===== src/hdl/trd_pkg.sv =====
package trd_pkg;

  localparam int APB_ADDR_W = 4;
  localparam int APB_DATA_W = 32;
  localparam int IN_DATA_W  = 8;
  localparam int OUT_DATA_W = 40;
  localparam int OUT_USER_W = 2;

  typedef enum logic [1:0] {
    REG_RLE_MODE  = 2'd0,
    REG_BPP       = 2'd1,
    REG_PIX_TOTAL = 2'd2
  } trd_reg_t;

  typedef enum logic [1:0] {
    ST_OK        = 2'd0,
    ST_OVERFLOW  = 2'd1,
    ST_EARLY_END = 2'd2
  } trd_status_t;

  typedef struct packed {
    logic        rle_mode;
    logic [2:0]  bpp;
    logic [31:0] pixel_total;
  } trd_cfg_t;

  typedef struct packed {
    logic        valid;
    logic [7:0]  red;
    logic [7:0]  green;
    logic [7:0]  blue;
    logic [7:0]  alpha;
    logic [7:0]  rep;
    trd_status_t status;
    logic        done;
  } trd_res_t;

endpackage


===== src/hdl/trd_cfg.sv =====
module trd_cfg (
  input  logic                            clk,
  input  logic                            rst,
  input  logic                            psel,
  input  logic                            penable,
  input  logic                            pwrite,
  input  logic [trd_pkg::APB_ADDR_W-1:0]  paddr,
  input  logic [trd_pkg::APB_DATA_W-1:0]  pwdata,
  output logic [trd_pkg::APB_DATA_W-1:0]  prdata,
  output logic                            pready,
  output trd_pkg::trd_cfg_t               cfg
);
  import trd_pkg::*;

  trd_reg_t reg_sel;
  logic     wr_en;

  assign reg_sel = trd_reg_t'(paddr[3:2]);
  assign pready  = 1'b1;
  assign wr_en   = psel && penable && pwrite && pready;

  always_ff @(posedge clk) begin
    if (rst) begin
      cfg.rle_mode    <= 1'b1;
      cfg.bpp         <= 3'd4;
      cfg.pixel_total <= 32'd1;
    end else if (wr_en) begin
      case (reg_sel)
        REG_RLE_MODE:  cfg.rle_mode    <= pwdata[0];
        REG_BPP:       cfg.bpp         <= pwdata[2:0];
        REG_PIX_TOTAL: cfg.pixel_total <= pwdata;
        default: ;
      endcase
    end
  end

  always_comb begin
    case (reg_sel)
      REG_RLE_MODE:  prdata = {31'd0, cfg.rle_mode};
      REG_BPP:       prdata = {29'd0, cfg.bpp};
      REG_PIX_TOTAL: prdata = cfg.pixel_total;
      default:       prdata = '0;
    endcase
  end

endmodule


===== src/hdl/trd_dec.sv =====
module trd_dec (
  input  logic              clk,
  input  logic              rst,
  input  trd_pkg::trd_cfg_t cfg,
  input  logic              accept,
  input  logic [7:0]        data_byte,
  input  logic              last_byte,
  output trd_pkg::trd_res_t res
);
  import trd_pkg::*;

  logic        expect_header, expect_header_next;
  logic        run_packet, run_packet_next;
  logic [7:0]  packet_left, packet_left_next;
  logic [1:0]  byte_index, byte_index_next;
  logic [31:0] pixel_bytes, pixel_bytes_next;
  logic [31:0] pixels_done, pixels_done_next;
  logic        halted, halted_next;

  logic [2:0]  bpp_eff;
  logic [7:0]  count;
  logic [32:0] run_end;
  logic [31:0] merged;
  logic        complete;
  logic [7:0]  rep;
  logic [7:0]  r5, g5, b5;

  always_comb begin
    if (cfg.bpp inside {3'd0, 3'd1, 3'd2}) bpp_eff = 3'd2;
    else if (cfg.bpp == 3'd3)              bpp_eff = 3'd3;
    else                                   bpp_eff = 3'd4;
  end

  assign count    = {1'b0, data_byte[6:0]} + 8'd1;
  assign run_end  = {1'b0, pixels_done} + {25'd0, count};
  assign complete = ({1'b0, byte_index} + 3'd1) >= bpp_eff;

  always_comb begin
    case (byte_index)
      2'd0:    merged = pixel_bytes | {24'd0, data_byte};
      2'd1:    merged = pixel_bytes | {16'd0, data_byte, 8'd0};
      2'd2:    merged = pixel_bytes | {8'd0, data_byte, 16'd0};
      default: merged = pixel_bytes | {data_byte, 24'd0};
    endcase
  end

  assign r5 = {merged[14:10], merged[14:12]};
  assign g5 = {merged[9:5], merged[9:7]};
  assign b5 = {merged[4:0], merged[4:2]};

  always_comb begin
    expect_header_next = expect_header;
    run_packet_next    = run_packet;
    packet_left_next   = packet_left;
    byte_index_next    = byte_index;
    pixel_bytes_next   = pixel_bytes;
    pixels_done_next   = pixels_done;
    halted_next        = halted;
    rep                = 8'd1;
    res                = '0;
    res.status         = ST_OK;

    if (accept && !halted) begin
      if (pixels_done >= cfg.pixel_total) begin
        halted_next = 1'b1;
        res.valid   = 1'b1;
        res.done    = 1'b1;
      end else if (cfg.rle_mode && expect_header) begin
        if (last_byte) begin
          halted_next = 1'b1;
          res.valid   = 1'b1;
          res.status  = ST_EARLY_END;
          res.done    = 1'b1;
        end else if (run_end > {1'b0, cfg.pixel_total}) begin
          halted_next = 1'b1;
          res.valid   = 1'b1;
          res.status  = ST_OVERFLOW;
          res.done    = 1'b1;
        end else begin
          run_packet_next    = data_byte[7];
          packet_left_next   = count;
          expect_header_next = 1'b0;
          byte_index_next    = 2'd0;
          pixel_bytes_next   = '0;
        end
      end else if (!complete) begin
        byte_index_next  = byte_index + 2'd1;
        pixel_bytes_next = merged;
        if (last_byte) begin
          halted_next = 1'b1;
          res.valid   = 1'b1;
          res.status  = ST_EARLY_END;
          res.done    = 1'b1;
        end
      end else begin
        if (cfg.rle_mode) begin
          if (run_packet) begin
            rep              = packet_left;
            packet_left_next = 8'd0;
          end else begin
            packet_left_next = packet_left - 8'd1;
          end
          if (packet_left_next == 8'd0) expect_header_next = 1'b1;
        end
        pixels_done_next = pixels_done + {24'd0, rep};
        byte_index_next  = 2'd0;
        pixel_bytes_next = '0;
        res.valid = 1'b1;
        res.rep   = rep;
        if (bpp_eff == 3'd2) begin
          res.red   = r5;
          res.green = g5;
          res.blue  = b5;
          res.alpha = 8'hFF;
        end else begin
          res.blue  = merged[7:0];
          res.green = merged[15:8];
          res.red   = merged[23:16];
          res.alpha = (bpp_eff == 3'd4) ? merged[31:24] : 8'hFF;
        end
        if (pixels_done_next >= cfg.pixel_total) begin
          halted_next = 1'b1;
          res.done    = 1'b1;
        end else if (last_byte) begin
          halted_next = 1'b1;
          res.status  = ST_EARLY_END;
          res.done    = 1'b1;
        end
      end
    end
  end

  always_ff @(posedge clk) begin
    if (rst) begin
      expect_header <= 1'b1;
      run_packet    <= 1'b0;
      packet_left   <= '0;
      byte_index    <= '0;
      pixel_bytes   <= '0;
      pixels_done   <= '0;
      halted        <= 1'b0;
    end else begin
      expect_header <= expect_header_next;
      run_packet    <= run_packet_next;
      packet_left   <= packet_left_next;
      byte_index    <= byte_index_next;
      pixel_bytes   <= pixel_bytes_next;
      pixels_done   <= pixels_done_next;
      halted        <= halted_next;
    end
  end

  a_halt_sticky: assert property (@(posedge clk) disable iff (rst)
    halted |=> halted) else $error("halt flag cleared without reset");

  a_done_halts: assert property (@(posedge clk) disable iff (rst)
    res.valid && res.done |=> halted) else $error("image end did not halt");

  a_no_result_halted: assert property (@(posedge clk) disable iff (rst)
    halted |-> !res.valid) else $error("result after image end");

  a_error_blank: assert property (@(posedge clk) disable iff (rst)
    res.valid && res.status != ST_OK |-> res.done)
    else $error("error result without image end");

endmodule


===== src/hdl/trd_out.sv =====
module trd_out (
  input  logic                            clk,
  input  logic                            rst,
  input  trd_pkg::trd_res_t               res,
  input  logic                            accept,
  output logic                            in_ready,
  output logic                            m_tvalid,
  input  logic                            m_tready,
  output logic [trd_pkg::OUT_DATA_W-1:0]  m_tdata,
  output logic [trd_pkg::OUT_USER_W-1:0]  m_tuser,
  output logic                            m_tlast
);
  import trd_pkg::*;

  logic [OUT_DATA_W-1:0] data;
  logic [OUT_USER_W-1:0] user;
  logic                  last;

  assign in_ready = !m_tvalid || m_tready;

  always_ff @(posedge clk) begin
    if (rst) begin
      m_tvalid <= 1'b0;
    end else if (accept) begin
      m_tvalid <= res.valid;
    end else if (m_tready) begin
      m_tvalid <= 1'b0;
    end
  end

  always_ff @(posedge clk) begin
    if (accept && res.valid) begin
      data <= {res.rep, res.alpha, res.blue, res.green, res.red};
      user <= res.status;
      last <= res.done;
    end
  end

  assign m_tdata = data;
  assign m_tuser = user;
  assign m_tlast = last;

  a_hold: assert property (@(posedge clk) disable iff (rst)
    m_tvalid && !m_tready |=> m_tvalid && $stable(data) && $stable(last))
    else $error("pending result lost");

  a_accept_ready: assert property (@(posedge clk) disable iff (rst)
    accept |-> in_ready) else $error("transaction taken while stalled");

endmodule


===== src/hdl/tga_rle_pixel_decoder.sv =====
// Channel  Dir  Payload
// s_       in   tdata[7:0] data_byte, tlast last_byte
// m_       out  tdata red, green, blue, alpha, repeat_res; tuser status; tlast image_done
// apb      in   0x0 rle_mode, 0x4 bytes_per_pixel, 0x8 pixel_total
//
// One byte per clock while s_tready is high; a result appears in the output register the cycle after its byte.
// Decode state and the output register update in the same cycle as the transaction.
// s_tready is low only while a result waits in the output register and m_tready is low.
// Reset clears decode state and sets registers to rle 1, 4 bytes per pixel, total 1.
// After image_done, bytes are taken and dropped until reset.
module tga_rle_pixel_decoder (
  input  logic                            clk,
  input  logic                            rst,
  input  logic                            s_tvalid,
  output logic                            s_tready,
  input  logic [trd_pkg::IN_DATA_W-1:0]   s_tdata,   // [7:0] data_byte
  input  logic                            s_tlast,
  output logic                            m_tvalid,
  input  logic                            m_tready,
  output logic [trd_pkg::OUT_DATA_W-1:0]  m_tdata,   // red, green, blue, alpha, repeat_res
  output logic [trd_pkg::OUT_USER_W-1:0]  m_tuser,   // [1:0] status
  output logic                            m_tlast,
  input  logic                            psel,
  input  logic                            penable,
  input  logic                            pwrite,
  input  logic [trd_pkg::APB_ADDR_W-1:0]  paddr,
  input  logic [trd_pkg::APB_DATA_W-1:0]  pwdata,
  output logic [trd_pkg::APB_DATA_W-1:0]  prdata,
  output logic                            pready
);
  import trd_pkg::*;

  trd_cfg_t cfg;
  trd_res_t res;
  logic     accept;

  assign accept = s_tvalid && s_tready;

  trd_cfg u_cfg (
    .clk     (clk),
    .rst     (rst),
    .psel    (psel),
    .penable (penable),
    .pwrite  (pwrite),
    .paddr   (paddr),
    .pwdata  (pwdata),
    .prdata  (prdata),
    .pready  (pready),
    .cfg     (cfg)
  );

  trd_dec u_dec (
    .clk       (clk),
    .rst       (rst),
    .cfg       (cfg),
    .accept    (accept),
    .data_byte (s_tdata),
    .last_byte (s_tlast),
    .res       (res)
  );

  trd_out u_out (
    .clk      (clk),
    .rst      (rst),
    .res      (res),
    .accept   (accept),
    .in_ready (s_tready),
    .m_tvalid (m_tvalid),
    .m_tready (m_tready),
    .m_tdata  (m_tdata),
    .m_tuser  (m_tuser),
    .m_tlast  (m_tlast)
  );

endmodule


===== config.mk =====
export PLATFORM = sky130hd
export DESIGN_NAME = tga_rle_pixel_decoder
export DESIGN_NICKNAME = d
export VERILOG_FILES = /design/src/hdl/trd_pkg.sv /design/src/hdl/trd_cfg.sv /design/src/hdl/trd_dec.sv /design/src/hdl/trd_out.sv /design/src/hdl/tga_rle_pixel_decoder.sv
export SDC_FILE = /design/constraint.sdc
export NUM_CORES = 1
export LEC_CHECK = 0
export ABC_AREA = 0
export BUFFER_PORTS_ARGS = -buffer_cell sky130_fd_sc_hd__buf_2
export CAP_MARGIN = 15
export CORE_ASPECT_RATIO = 1.2
export CORE_UTILIZATION = 35
export DETAILED_ROUTE_END_ITERATION = 16
export PLACE_DENSITY = 0.56
export REMOVE_ABC_BUFFERS = 1
export SYNTH_ARGS = -nofsm -noshare
export SYNTH_HDL_FRONTEND = slang
export SYNTH_SLANG_ARGS = --single-unit

===== constraint.sdc =====
create_clock -name clk -period 7.1 [get_ports clk]
set_input_delay 0.71 -clock clk [delete_from_list [all_inputs] [get_ports clk]]
set_output_delay 0.71 -clock clk [all_outputs]
set_load 0.005 [all_outputs]

==> results.toml, run 1 <==
[status]
status = "finished, final reports clean"

[min_path]
hold_depth = 2
hp-class = "reg2reg"
hp-start = "u_dec.halted"
hold_end = "u_dec.halted"

[detailed_routing]
vias = 9426
wl_met2_mm = 14.9
top_layer_used = "met4"
dr.pass1.iters = 5
m1WireLength_mm = 12.7
wl_per_cell_um = 16.4
drt_iter0_drc = 449
dr_wl_met3_mm = 1.01
antenna_left = 0
avgViaCountPerCell = 5.28
drc_errors = 0
routed_wirelength_mm = 29.3

[sta]
fmax_mhz = 171
setup_violations = 0
worstMarginPinSlew_ns = 0.830
hold_viol_final = 0
drv_slew = 0
slew_headroom_pct = 44.0
finClkSkew_ns = 0.0159
fin_hold_ws_ns = 0.460
grt_setup_unrepaired = "no"
post-route-period-util_pct = 82.6
final.min_clock_period_ns = 5.86
tns_ns = 0

[global_route]
grt_max_degree = 57
grt_pass1_vias = 8779
grt_pass1_wl_mm = 46.9
overflow = 0
antenna_found_initial = 0
grt_util_all_layers_pct = 18.9

[floorplan]
num_io_pins = 130
chipWidth_um = 162
row_count = 70
die_y_um = 194
dieArea_um2 = 31500
start_util_pct = 35.5
core_area_um2 = 30400

[power_and_ir_drop]
p_leak_uw = 0.00532
ir_drop_v = 0.000123
pwr_density_cell_nw_per_um2 = 172

[yosys]
synth_area_leaders = "dfxtp_1 21%, ha_1 14%, edfxtp_1 12%"
ys_async_sr_fraction_pct = 0
syn-cell-area_um2 = 10800
yosysTopAreaCellShare_pct = 21.2
synth-main-ff-cell = "dfxtp_1"
synth_edf_count = 43
synth_top_cell_by_area = "dfxtp_1"
ys_ff_latch = 157
postSynthCellCount = 1295
post_synth.cell_area_avg_um2 = 8.33
synth.distinct_cells = 75
yosysSeqAreaShare_pct = 33.1
ys_warn_count = 0

[finish]
fin_nets = 1554
drive_above_1_share_pct = 14.3
syn2layout_area_growth_pct = 14.0
fill_cells = 3114
antenna_cells = 0
final_cell_mix = "199 x nand2_1, 154 x a21oi_1, 126 x buf_2"
final_area_um2 = 12300
layout_commonest_cell = "nand2_1"
layoutNonFillerInstCount = 1786

[clock_tree]
clock_latency_ns = 0.45
cts_setup_buffers = 0
cts_buffer_depth = 2
clkSlewWorstSetupHoldPaths_ns = 0.07
cts-root-buf = "clkbuf_16"
cts_tree = "built"
numCtsBuffers = 17
clock-sinks = 157
cts-htree-levels = 4
post_cts_resize_count = 0
hold_buffers = 0

[critical_path]
cp-end-kind = "register"
critPathRequiredTime_ns = 7.49
worst-r2r-cell-count = 21
path_max_fanout = 26
rr_endpoint = "u_dec.halted"
worst_setup_path_start_kind = "input port"
r2r_slack_ns = 1.70
setup.worst_path.class = "in2reg"
worstReg2RegStart = "u_dec.run_packet"
arrival_ns = 6.25

[place]
placed_cell_area_um2 = 11700
dp_hpwl_mm = 21.9
place_congestion = 0.856
dp_cells = 1754
port_buffers = 126

[job]
maxCapViolations = 0
## area by class of cell
class | count | area [um^2] | share of cell area [%]
clock buffers | 17 | 425 | 3.46
clock inverters | 15 | 149 | 1.21
inverters | 56 | 210 | 1.71
multi-input cells | 1003 | 6680 | 54.3
flip-flops and latches | 157 | 3570 | 29.1
well taps | 396 | 495 | 4.03
repair buffers | 142 | 763 | 6.21
## critical path, stage by stage
cell and delay, ns:
buf_2 0.24, ha_1 0.24, xor2_1 0.25, ha_1 0.32, a21o_1 0.20, a2111oi_0 0.43
nor3_1 0.14, a41o_1 0.39, and2_0 0.36, xor2_1 0.21, ha_1 0.34, nand4_1 0.15
nor2_1 0.14, a221oi_1 0.08, o311ai_0 0.71, o21ai_0 0.21, and3_1 0.29, nor2_4 0.56
mux2_2 0.27
## logic make-up (layout without fill, tap and decap cells)
logic type                 count (synthesis)  in the layout  share of synthesized area, %
and+or+nand+nor                          482            482                          21.8
xor gates and xnor gates                  74             74                          6.01
muxes                                     12             12                          1.14
AOI/OAI and AO/OA                        309            309                          18.2
other                                      1              1                        0.0348
buffers and inverters                    135            230                          5.07
DFF                                      157            157                          33.1
adders and majority gates                125            125                          14.6
## where the power goes
| part | switching (uW) | total (uW) | internal [uW] |
|---|---|---|---|
| logic | 150 | 237 | 87.0 |
| clock network | 438 | 903 | 466 |
| registers | 15.9 | 970 | 954 |
| total | 603 | 2110 | 1510 |
## stage by stage
stage,utilization [%],setup WS (ns),power [uW]
global route,40.4,0.851,2210
global placement,38.6,0.915,1230
CTS,40.4,1.28,2140
floorplan,-,1.36,1120
finish,40.4,1.24,2110
detailed placement,38.6,0.826,1230
## synthesized netlist by cell type, drive strengths merged (3+ instances only)
cell      n
a211oi    9
a21o     18
a21oi   155
a221oi    3
a22o     28
a31oi    10
a32o      7
and2     34
and3     21
and4      3
buf      17
clkbuf   62
dfxtp   114
edfxtp   43
ha      123
inv      56
mux2i    10
nand2   201
nand2b   12
nand3    22
nand3b    4
nand4    22
nor2     92
nor2b     8
nor3     18
nor3b     5
nor4     11
nor4b     3
o211ai    4
o21ai    40
o21bai    3
o311ai    3
o31ai     9
or2       3
or3      12
or4       8
xnor2    39
xor2     35
## worst max-delay path by stage
stage / from / to / slack, ns / cells past startpoint
after global placement: s_tdata[1] / u_dec.byte_index[0] / 0.92 / 19
after floorplan: s_tdata[0] / u_out.m_tdata[0] / 1.36 / 18
after detailed placement: s_tdata[1] / u_dec.byte_index[0] / 0.83 / 19
after global routing: s_tdata[1] / u_out.m_tdata[34] / 0.85 / 20
final: s_tdata[1] / u_dec.byte_index[0] / 1.24 / 19
after CTS: s_tdata[1] / u_dec.byte_index[0] / 1.28 / 19
## flip-flops by register name, indices dropped and copies added, names as in the netlist
signal,count
u_dec.halted,1
u_dec.pixels_done,32
u_out.m_tuser,2
u_out.m_tvalid,1
u_out.m_tlast,1
u_out.m_tdata,40
u_dec.run_packet,1
u_cfg.cfg,36
u_dec.pixel_bytes,32
u_dec.expect_header,1
u_dec.byte_index,2
u_dec.packet_left,8
## metal layers
layer | global-route usage (%) | up-vias
met5 | 0 | -
met4 | 6.71 | 0
met3 | 3.19 | 46
met2 | 33.3 | 199
met1 | 22.7 | 4439
li1 | - | 4742
Power figures use the tool's default switching activity.
==> run 2: changes to the inputs <==
- PLACE_DENSITY: 0.56 -> 0.57
- clock period: 7.1 -> 5.05 ns (I/O delays scaled with it)
==> run 2 against run 1 <==
Compared with the run above:
- sequential cell count did not move
- clock power up 43%
- setup slack got worse by 0.98 ns
- sequential power increased by 40%
- critical path depth increased by 3
- wire length increased by 2.0%
- first-iteration DRC count shrank 11%
- non-clock buffer count increased by 68
- final cell count grew 3.8%
- critical path type unchanged
==> results.toml, run 2 (synthesized netlist as in run 1, its figures left out) <==
[status]
status = "finished, final reports clean"

[floorplan]
dieArea_um2 = 31500
core_area_um2 = 30400
num_io_pins = 130
chipWidth_um = 162
start_util_pct = 35.5
die_y_um = 194
row_count = 70

[sta]
final.min_clock_period_ns = 4.79
post-route-period-util_pct = 94.8
fin_ws_ns = 0.260
finClkSkew_ns = 0.0209
slew_headroom_pct = 43.6
fmax_mhz = 209
fin_hold_ws_ns = 0.287
hold_viol_final = 0
grt_setup_unrepaired = "no"
setup_violations = 0
worstMarginPinSlew_ns = 0.846
drv_slew = 0

[critical_path]
setup.worst_path.class = "in2reg"
cp_cell_sequence = "buf_2 > ha_1 > ha_1 > a21o_1 > a21o_1 > a2111oi_2 > nor3_1 > a41o_1 > and2_0 > buf_4 > nand2b_1 > xnor2_1 > ha_1 > a21oi_1 > o21ai_0 > or4b_4 > buf_4 > o21ai_0 > and3_1 > nor2_4 > buf_12 > a22o_1"
critPathRequiredTime_ns = 5.37
max_stage_delay_ns = 0.58
worst_setup_path_start_kind = "input port"
critPathLaunch = "s_tdata[0]"
worstReg2RegStart = "u_dec.pixels_done[1]"
arrival_ns = 5.11
path_max_fanout = 16
crit_buf_inv = 4
cpMaxStageDelayCell = "or4b_4"
rr_endpoint = "u_dec.pixel_bytes[0]"
cp-end-kind = "register"
crit_family = "compound AO/OA/AOI/OAI gates"
worst-r2r-cell-count = 20
endpoint = "u_dec.pixel_bytes[0]"
cp.depth = 22
r2r_slack_ns = 0.36
crit_top_cell = "ha_1"

[power_and_ir_drop]
pwr_density_cell_nw_per_um2 = 235
p_leak_uw = 0.00570
ir_drop_v = 0.000192
finalPower_uw = 3030

[clock_tree]
clkSlewWorstSetupHoldPaths_ns = 0.08
cts-root-buf = "clkbuf_16"
numCtsBuffers = 17
clock_latency_ns = 0.45
cts-htree-levels = 4
cts_tree = "built"
clock-sinks = 157
cts_buffer_depth = 2

[min_path]
hp-class = "in2reg"

[global_route]
grt_pass1_wl_mm = 48.0
antenna_found_initial = 0
overflow = 0
grt_max_degree = 71
grt_pass1_vias = 9241
grt_util_all_layers_pct = 19.3

[job]
maxCapViolations = 0

[detailed_routing]
wl_per_cell_um = 16.1
dr.pass1.iters = 5
antenna_left = 0
drt_iter0_drc = 398
vias = 9656
avgViaCountPerCell = 5.21
drc_errors = 0
routed_wirelength_mm = 29.9

[place]
dp_slack_ns = -0.369
placed_cell_area_um2 = 12200
dp_cells = 1821
dp_hpwl_mm = 22.5
port_buffers = 126
place_congestion = 0.889

[finish]
drive_above_1_share_pct = 19.0
largest_register_ffs = 40
layout_commonest_cell = "nand2_1"
syn2layout_area_growth_pct = 19.6
layoutNonFillerInstCount = 1854
final_area_um2 = 12900
final_cell_mix = "199 x nand2_1, 153 x a21oi_1, 126 x buf_2"
fin_nets = 1622
fill_cells = 3091
antenna_cells = 0
==> run 2: per-stage QoR <==
stage                     TNS, ns  utilization, %
after floorplan            -20.77               -
after CTS                       0            42.2
final                           0            42.4
after detailed placement   -25.09            40.3
after global routing            0            42.4
after global placement     -21.49            40.3
==> run 2: cell type report <==
type                            instances  area, um^2  area share (%)
Clock inverter                         15         145            1.13
Multi-Input combinational cell       1003        6750            52.3
Sequential cell                       157        3570            27.7
Inverter                               56         210            1.63
Clock buffer                           17         425            3.30
Tap cell                              396         495            3.84
Timing Repair Buffer                  210        1300            10.1
==> run 2: worst reg2reg max path, stage by stage, from the launching register on <==
cell	delay, ns
dfxtp_1	0.42
ha_1	0.26
a21o_1	0.17
a21o_1	0.19
a2111oi_2	0.34
nor3_1	0.13
a41o_1	0.30
and2_0	0.20
buf_4	0.16
nand2b_1	0.08
xnor2_1	0.12
ha_1	0.27
a21oi_1	0.14
o21ai_0	0.14
or4b_4	0.58
buf_4	0.16
o21ai_0	0.14
and3_1	0.26
nor2_4	0.13
buf_12	0.19
a22o_1	0.18
==> run 2: where the power goes <==
part           total [uW]  internal (uW)  switching (uW)  leakage [uW]
Sequential           1360           1340            20.8       0.00134
Combinational         380            159             221       0.00408
Clock                1290            657             628      0.000282
Total                3030           2160             869       0.00570
==> run 2: how the worst min path moves through the flow <==
stage / depth (start not counted) / startpoint / endpoint
final: 3 / pwdata[21] / u_cfg.cfg[21]
after global routing: 3 / pwdata[28] / u_cfg.cfg[28]
after CTS: 3 / pwdata[22] / u_cfg.cfg[22]
after detailed placement: 2 / u_dec.halted / u_dec.halted
after global placement: 2 / u_dec.halted / u_dec.halted
after floorplan: 2 / u_dec.halted / u_dec.halted
==> run 2: metal layers <==
metal	share of wire, %	track usage [%]	wire length, um	vias up
met3	3.4	2.84	1030	48
met4	2.8	7.51	841	0
li1	-	-	-	4880
met1	44	23.2	13000	4530
met2	50	34.0	15000	198
met5	0	0	0	-
==> run 2: timing repair <==
action                     in CTS  in global routing
resized for setup               0                 15
buffers inserted                0                  1
hold buffers                    0                  0
setup endpoints to repair       0                 88
